<file path="src/sv/mht_pkg.sv">
// shared types and constants for the mac host table
package mht_pkg;

	// table geometry
	localparam int TABLE_SLOTS = 256;
	localparam int PROBE_LIMIT = 128;
	localparam int IDX_W       = $clog2(TABLE_SLOTS);
	localparam int STEP_W      = $clog2(PROBE_LIMIT + 2);

	// field widths
	localparam int MAC_W  = 48;
	localparam int KIND_W = 2;
	localparam int DBM_W  = 8;
	localparam int SIG_W  = 15;
	localparam int TIME_W = 32;
	localparam int SLOT_W = 8;
	localparam int HASH_W = 16;

	// reciprocal of the slot count for the home slot modulo, scaled by 2^32
	localparam longint unsigned HASH_MUL_L =
		((64'd1 << 32) + 64'(TABLE_SLOTS) - 64'd1) / 64'(TABLE_SLOTS);
	localparam logic [31:0] HASH_MUL = 32'(HASH_MUL_L);

	// one table entry as held in memory
	typedef struct packed {
		logic                     valid;
		logic [MAC_W-1:0]         mac;
		logic [KIND_W-1:0]        kind;
		logic signed [SIG_W-1:0]  sig;
		logic [TIME_W-1:0]        seen;
	} slot_t;

endpackage

</file>
<file path="src/sv/mht_smooth.sv">
// signal smoothing: load -dbm*100 into an empty signal, else old*9/10 - dbm*10
module mht_smooth (
	input  logic signed [mht_pkg::SIG_W-1:0] old_signal,
	input  logic signed [mht_pkg::DBM_W-1:0] dbm,
	output logic signed [mht_pkg::SIG_W-1:0] new_signal
);

	// ceil(2^24 / 10): exact floor division by ten for magnitudes below 2^22
	localparam logic [20:0] DIV10_MUL = 21'd1677722;
	localparam int          DIV10_SH  = 24;

	logic signed [18:0] times9;
	logic [17:0]        mag;
	logic [41:0]        prod;
	logic [17:0]        quo;
	logic signed [19:0] quo_s;
	logic signed [19:0] dbm10;
	logic signed [19:0] dbm100;

	// old * 9 as shift and add
	assign times9 = (19'(old_signal) <<< 3) + 19'(old_signal);

	// truncating divide by ten on the magnitude, sign restored after
	assign mag   = times9[18] ? 18'(-times9) : 18'(times9);
	assign prod  = 42'(mag) * 42'(DIV10_MUL);
	assign quo   = prod[DIV10_SH+17:DIV10_SH];
	assign quo_s = times9[18] ? -$signed({2'b00, quo}) : $signed({2'b00, quo});

	assign dbm10  = 20'(dbm) * 20'sd10;
	assign dbm100 = 20'(dbm) * 20'sd100;

	// a stored zero counts as unset
	always_comb begin
		if (old_signal == '0) begin
			new_signal = mht_pkg::SIG_W'(-dbm100);
		end else begin
			new_signal = mht_pkg::SIG_W'(quo_s - dbm10);
		end
	end

endmodule

</file>
<file path="config.mk">
export PLATFORM = sky130hd
export DESIGN_NAME = mht_smooth
export DESIGN_NICKNAME = d
export VERILOG_FILES = /design/src/sv/mht_pkg.sv /design/src/sv/mht_smooth.sv
export SDC_FILE = /design/constraint.sdc
export NUM_CORES = 1
export LEC_CHECK = 0
export BUFFER_PORTS_ARGS = -buffer_cell sky130_fd_sc_hd__buf_4
export CORE_ASPECT_RATIO = 0.8
export CORE_MARGIN = 2
export CORE_UTILIZATION = 55
export DETAILED_ROUTE_END_ITERATION = 12
export PLACE_DENSITY = 0.72
export SLEW_MARGIN = 10
export SYNTH_ARGS = -nofsm -noshare
export SYNTH_HDL_FRONTEND = slang
export SYNTH_SLANG_ARGS = --single-unit
</file>
<file path="constraint.sdc">
create_clock -name vclk -period 13.85
set_input_delay 0.6925 -clock vclk [all_inputs]
set_output_delay 0.6925 -clock vclk [all_outputs]
set_load 0.1 [all_outputs]
</file>
==> flow_summary.json <==
{
  "worstPathRequired_ns": 13.16,
  "post_cts_buffers": 0,
  "ant_nets": 0,
  "dpl_cell_area_um2": 9168,
  "wirelength_met1_um": 10380,
  "seq_cells": 0,
  "route.met2.wl_um": 7483,
  "status": "finished, final reports clean",
  "final-seq-area_um2": 0,
  "muxShareOfSynthArea_pct": 0.2312,
  "worst_path_max_delay_cell": "a2111oi_2",
  "avgSynthCellArea_um2": 8.284,
  "dieHeight_um": 116.2,
  "nets": 1394,
  "top_level_ports": 38,
  "path_buf_inv": 7,
  "critical_path_class": "in2out",
  "wl_per_cell_um": 14.97,
  "holdBufCountCts": 0,
  "drt_iter0_drc": 353,
  "critPathMaxStageDelay_ns": 0.63,
  "first_global_vias": 6587,
  "startpoint_type": "input pin",
  "max_freq_ghz": 0.07675,
  "synth_area_um2": 8657,
  "cts_repair_resize_count": 0,
  "hp-class": "in2out",
  "finalSetupViolCount": 0,
  "viasPerCell": 5.361,
  "holdWs_ns": 1.904,
  "fp.dieW_um": 144.3,
  "setup.worst_path.end_class": "output port",
  "grt_setup_unrepaired": "false",
  "synthXorXnorAreaFrac_pct": 9.192,
  "grt_max_degree": 43,
  "cp_top_family": "compound AO/OA/AOI/OAI gates",
  "dp_hpwl_um": 17220,
  "place.gp.congestion": 0.9146,
  "min_period_ns": 13.03,
  "worstPathArrival_ns": 12.34,
  "antenna_found_initial": 0,
  "hold_viol": 0,
  "num_antenna_cells": 0,
  "worst_path_most_repeated_cell": "fa_1",
  "portBuffers": 38,
  "ys_types": 62,
  "ys_warn_count": 0,
  "finalMaxSlewViolations": 0,
  "maxSlewHeadroom_pct": 40.08,
  "final_util_pct": 60.25,
  "vias": 6873,
  "core_um2": 15210,
  "syn_to_final_growth_pct": 5.897,
  "grt_pass1_wl_um": 32320,
  "synth-simple-area-share_pct": 11.46,
  "initial_core_util_pct": 56.90,
  "clock_buffers": 0,
  "finalSetupTns_ns": 0,
  "rows": 40,
  "syn_nets": 1365,
  "die-area_um2": 16770,
  "gr-total-overflow": 0,
  "maxUsedRoutingLayer": "met4",
  "synth_compound_area_share_pct": 16.68,
  "yosysSeqAreaShare_pct": 0,
  "syn_inst": 1045,
  "synth_fa_ha_area_share_pct": 51.68,
  "fin_area_um2": 9168,
  "drc_errors": 0,
  "drive_gt1_share_pct": 5.504,
  "fin_crit_sh_pct": 94.07,
  "tightest_slew_ns": 0.8906,
  "wl_met3_um": 1122,
  "firstDrtPassIters": 5,
  "cp_max_fo": 8,
  "grt_usage_pct": 23.98,
  "synth_top_family_by_area": "adder cells",
  "cap_violations": 0,
  "wirelength_um": 19190
}
-- kinds of logic (layout without fill, tap and decap cells) --
kind of cell | after synthesis | count (layout)
AO/OA/AOI/OAI | 207 | 207
multiplexers | 2 | 2
adder cells (fa/ha/maj) | 297 | 297
buffers and inverters | 248 | 275
AND/OR/NAND/NOR | 201 | 201
XOR/XNOR | 90 | 90
-- metrics by stage --
step / std cells / setup slack, ns
floorplan: 1045 / 1.387
global placement: 1282 / 1.187
detailed placement: 1282 / 0.9035
CTS: 1282 / 0.8763
global route: 1282 / 0.1124
finish: 1282 / 0.8213
-- cell type report --
type	count	area, um^2
multi-input cells	797	7726
repair buffers	39	292.8
well taps	210	262.8
fillers	1418	6047
inverters	236	885.9
-- placed cells by master, fill, tap and decap left out, types with 7 or more instances in the layout --
master	n
and3_1	7
a21oi_1	58
fa_1	101
and2_1	7
a21o_1	20
xnor2_1	61
nor4_1	9
buf_4	39
a31oi_1	7
nor2b_1	10
a211oi_1	9
ha_1	196
nor3_1	14
nand3_1	18
o21ai_0	39
xor2_1	28
nor2_1	46
o21bai_1	8
o21a_1	13
nand2_1	60
inv_1	236
nand2b_1	8
-- routing by layer --
layer,GRT usage (%),up-vias
li1,-,3530
met1,38.98,3190
met2,35.17,141
met3,2.870,12
met4,2.071,0
met5,0,-
-- cells in the mapped netlist, drive strengths merged (3+ instances only) --
master / instances / area, um^2
o22ai: 3 / 18.77
nand3: 19 / 100.1
o31a: 5 / 43.79
nor4: 9 / 56.30
o21bai: 8 / 60.06
nand2b: 8 / 50.05
a31oi: 7 / 43.79
o31ai: 6 / 58.81
ha: 196 / 2452
o21a: 13 / 97.59
and2: 7 / 43.79
nor3: 16 / 96.35
and3: 7 / 43.79
nor2: 46 / 172.7
fa: 101 / 2022
a211oi: 9 / 67.56
a2111oi: 6 / 102.6
nand4: 5 / 31.28
or2: 3 / 18.77
nand2: 60 / 225.2
nor2b: 10 / 62.56
xor2: 28 / 245.2
o41ai: 4 / 42.55
o211ai: 6 / 60.06
inv: 236 / 885.9
or3: 5 / 31.28
o21ai: 40 / 200.2
a21boi: 3 / 22.52
clkbuf: 12 / 45.04
a21oi: 59 / 306.5
xnor2: 62 / 550.5
a21o: 20 / 150.1
-- worst paths after layout --
| check | from | endpoint | slack (ns) | cells past startpoint |
|---|---|---|---|---|
| worst max-delay path | old_signal[0] | new_signal[14] | 0.82 | 45 |
| worst min-delay path | dbm[0] | new_signal[1] | 1.90 | 4 |
Power is left out: the tool's default activity adds up to more than one toggle a clock period on the data nets, which glitch-free logic cannot reach.
